===== src/rtl/mlp_pkg.sv =====
// shared types, constants and arithmetic helpers for the perceptron block
// no dependencies
package mlp_pkg;
   localparam int WORD_W   = 16;
   localparam int SCORE_W  = 13;
   localparam int ONE_Q12  = 4096;
   localparam int FRAC_W   = 12;

   localparam logic CMD_LOAD  = 1'b0;
   localparam logic CMD_INFER = 1'b1;

   typedef logic signed [WORD_W-1:0] word_type;

   // floor shift by 12, add bias, saturate to 16 bits signed
   function automatic word_type finish_sum(input logic signed [47:0] acc,
                                           input word_type bias);
      logic signed [47:0] s;
      s = (acc >>> FRAC_W) + 48'(bias);
      if (s > 48'sd32767) return 16'sh7fff;
      else if (s < -48'sd32768) return 16'sh8000;
      else return s[WORD_W-1:0];
   endfunction

   // plan piecewise-linear sigmoid, result in 0..4096
   function automatic logic [SCORE_W-1:0] plan_sigmoid(input word_type x);
      logic [16:0] a;
      logic [12:0] y;
      a = x[WORD_W-1] ? 17'(-{x[WORD_W-1], x}) : 17'({1'b0, x});
      if (a >= 17'd20480) y = 13'(ONE_Q12);
      else if (a >= 17'd9728) y = 13'(a >> 5) + 13'd3456;
      else if (a >= 17'd4096) y = 13'(a >> 3) + 13'd2560;
      else y = 13'(a >> 2) + 13'd2048;
      return x[WORD_W-1] ? 13'(ONE_Q12) - y : y;
   endfunction
endpackage


===== src/rtl/mlp_cell.sv =====
// one neuron cell: registered products, then sum, bias, saturate and a registered sigmoid
// depends on mlp_pkg
module mlp_cell import mlp_pkg::*; #(
   parameter int FAN_IN = 4
) (
   input  logic                     clock,
   input  logic                     advance,
   input  word_type                 act_in [FAN_IN],
   input  word_type                 weight [FAN_IN],
   input  word_type                 bias,
   output logic [SCORE_W-1:0]       act_out
);
   logic signed [31:0] prod_ff [FAN_IN];
   logic signed [31:0] prod_in [FAN_IN];
   word_type           bias_ff;
   logic signed [47:0] acc;
   logic [SCORE_W-1:0] act_ff;
   logic [SCORE_W-1:0] act_in_q;

   // one multiplier per input, registered
   always_comb begin
      for (int k = 0; k < FAN_IN; k++) prod_in[k] = act_in[k] * weight[k];
   end

   // sum of products, finish and activation
   always_comb begin
      acc = '0;
      for (int k = 0; k < FAN_IN; k++) acc = acc + 48'(prod_ff[k]);
      act_in_q = plan_sigmoid(finish_sum(acc, bias_ff));
   end

   always_ff @(posedge clock) begin
      if (advance) begin
         prod_ff <= prod_in;
         bias_ff <= bias;
      end
   end

   always_ff @(posedge clock) begin
      if (advance) act_ff <= act_in_q;
   end

   assign act_out = act_ff;
endmodule


===== config.mk =====
export PLATFORM = sky130hd
export DESIGN_NAME = mlp_cell
export DESIGN_NICKNAME = d
export VERILOG_FILES = /design/src/rtl/mlp_pkg.sv /design/src/rtl/mlp_cell.sv
export SDC_FILE = /design/constraint.sdc
export NUM_CORES = 2
export LEC_CHECK = 0
export ABC_AREA = 1
export BUFFER_PORTS_ARGS = -buffer_cell sky130_fd_sc_hd__buf_2
export CORE_MARGIN = 5
export CORE_UTILIZATION = 35
export CTS_CLUSTER_DIAMETER = 200
export DETAILED_ROUTE_END_ITERATION = 7
export GPL_TIMING_DRIVEN = 0
export PLACE_DENSITY_LB_ADDON = 0.08
export SLEW_MARGIN = 15
export SYNTH_ARGS = -nofsm -noshare
export SYNTH_HDL_FRONTEND = slang
export SYNTH_SLANG_ARGS = --single-unit

===== constraint.sdc =====
create_clock -name clock -period 11.9 [get_ports clock]
set_input_delay 0.595 -clock clock [delete_from_list [all_inputs] [get_ports clock]]
set_output_delay 0.595 -clock clock [all_outputs]
set_load 0.01 [all_outputs]

==> reports/summary.txt <==
Post-synth top area cell -> fa_1
Layout cells sized above 1 -> 0.0449
Fin. Hold Viols -> 0
CP max stage cell -> ha_1
CTS tree -> built
Initial Util -> 0.353
Final setup violation count -> 0
P&R area growth vs syn -> 7.00%
Die Ht -> 388 µm
Syn Nets -> 7586
Register area share after synthesis -> 0.0943
Synth top cells by count -> inv_1, nand2_1, fa_1, ha_1, clkbuf_1
Post CTS Setup Buffer Count -> 0
Gr usage total -> 0.192
Rows -> 138
Synth top area share -> 0.446
Most frequent cell after synthesis -> inv_1
HP Class -> in -> reg
CTS Buf Count -> 17
CTS clk-pin slew, worst paths -> 80 ps
Synth Flop Type -> edfxtp_1
Crit Reg-Reg Endpoint -> act_out[12]$_DFFE_PP_
Core ar. -> 142000 µm²
Setup crit start kind -> flip-flop
Register-to-register setup slack -> 1560 ps
Critical Path Sink -> act_out[12]$_DFFE_PP_
Total negative setup slack -> 0 ps
Distinct cells, synth -> 52
Worst path required time -> 12100 ps
Outcome -> completed
First-pass GRT wire length -> 224000 µm
Resize count post-CTS -> 0
1st-pass router iterations -> 6
Worst r2r path cells -> 66
CP max FO -> 10
Longest Clk Path Bufs -> 2
Final setup skew -> 12.6 ps
# port buffers -> 95
Final RePlAce weighted congestion -> 0.869
Reg2reg start -> prod_ff[34]$_DFFE_PP_
Final worst path period share -> 0.869
DRT iter0 DRCs -> 1827
H-tree depth -> 4
Clock Latency Late Sink -> 460 ps
Total grt overflow -> 0
Vias -> 36107
Syn_area_per_cell -> 8.43 µm²
Post-DRT Antenna Nets -> 0
Mapped Cells -> 5933
Vias in the first global route -> 39476
Vias per cell -> 4.54
#FFs+latches synth -> 157
Final wirelength -> 140000 µm
WL/cell -> 17.6 µm
CTS hold repair buffers -> 0
Max Clk Rate -> 96.7 MHz
Post-synth EDFFs -> 157
Post-layout net count -> 7701
Max_slew headroom -> 0.408
Pin count of the biggest net entering global routing -> 81
Final HPWL DP -> 122000 µm
Die area -> 151000 µm²
Worst Tran Pin Value -> 888 ps
Worst setup path start -> prod_ff[34]$_DFFE_PP_
WS Path Type -> reg -> reg
Final max-slew violation count -> 0
DR DRC count -> 0
Initial antenna violation count -> 9
Post-Syn Area -> 50000 µm²
CTS root buf -> clkbuf_16
Crit. End Element -> flip-flop
Max incr delay on CP -> 470 ps
Cell mode on critical path -> nand2_1
Synth top area cells -> fa_1, inv_1, nand2_1
Syn. warnings -> 0
Io pins -> 159
Max cap viols -> 0
Filler Cells Inserted -> 14837
CTS sink cnt -> 157
Async S/R FF share, synth -> 0
Width of the die -> 388 µm
Worst Path Arrival -> 10550 ps
Final min period -> 10340 ps
RSZ-0062 raised after global routing -> false
-- how the worst min path moves through the flow --
| stage | endpoint | depth (start not counted) | start |
|---|---|---|---|
| after floorplan | bias_ff[0]$_DFFE_PP_ | 0 | bias[0] |
| after global placement | bias_ff[1]$_DFFE_PP_ | 1 | bias[1] |
| after detailed placement | bias_ff[11]$_DFFE_PP_ | 1 | bias[11] |
| after CTS | bias_ff[7]$_DFFE_PP_ | 1 | bias[7] |
| after global routing | bias_ff[14]$_DFFE_PP_ | 1 | bias[14] |
| final | bias_ff[14]$_DFFE_PP_ | 1 | bias[14] |
-- kinds of logic (layout without fill, tap and decap cells) --
logic type,Yosys count,in the layout,share of synthesized area
other,0,2,0
adders and majority gates,1507,1507,0.544
buffers and inverters,2062,2190,0.156
AOI/OAI and AO/OA,250,250,0.0281
DFF,157,157,0.0943
and+or+nand+nor,1768,1768,0.145
xor gates and xnor gates,189,189,0.0331
-- layer usage --
layer  wire [µm]  track usage  vias to the layer above
met3        4990       0.0180                      132
met5          55            0                        -
met1       62500        0.259                    18259
met2       69500        0.337                      611
met4        3010       0.0394                        8
li1            -            -                    17097
-- layout by cell type, fill, tap and decap left out, types with 10 or more instances in the layout --
cell,Yosys,final
inv_1,1835,1835
nand2_1,1392,1392
fa_1,1113,1113
ha_1,394,394
clkbuf_1,191,191
edfxtp_1,157,157
a21oi_1,154,154
xor2_1,123,123
nand3_1,117,117
nor2_1,107,107
buf_2,3,97
xnor2_1,66,66
or2_2,58,58
o21ai_0,40,40
nand4_1,24,24
inv_2,22,22
nand2_2,21,21
clkbuf_16,0,17
nor2_2,13,13
nand3_2,12,12
o211ai_1,10,10
-- sequential cells by signal (all words and copies together), names as in the netlist --
name     flops
bias_ff     16
prod_ff    128
act_out     13
-- critical path, delay by kind of cell (launching register included) --
family / cells / cell delay, ps
adders and majority gates: 7 / 2170
buffers and inverters: 4 / 480
AOI/OAI and AO/OA: 11 / 2910
and+or+nand+nor: 44 / 4140
DFF: 1 / 360
-- area by class of cell --
| class | instances | area, µm² | share of cell area |
|---|---|---|---|
| Multi-Input combinational cell | 3714 | 37500 | 0.701 |
| Inverter | 1858 | 6970 | 0.130 |
| Sequential cell | 157 | 4710 | 0.0881 |
| Tap cell | 1890 | 2360 | 0.0442 |
| Buffer | 204 | 818 | 0.0153 |
| Timing Repair Buffer | 96 | 513 | 0.00959 |
| Clock buffer | 17 | 425 | 0.00795 |
| Clock inverter | 15 | 194 | 0.00362 |
| Antenna cell | 2 | 5.00 | 0.0000935 |
-- stage by stage --
stage	worst slack (ps)	hold WS [ps]	util	std cells	area, µm²
global placement	1710	774	0.373	7918	52900
floorplan	3640	694	-	5933	50000
detailed placement	1680	773	0.373	7919	52900
CTS	1630	275	0.377	7951	53500
finish	1560	319	0.377	7953	53500
global route	381	287	0.377	7951	53500
Power is left out: the tool's default activity adds up to more than one toggle a clock period on the data nets, which glitch-free logic cannot reach.
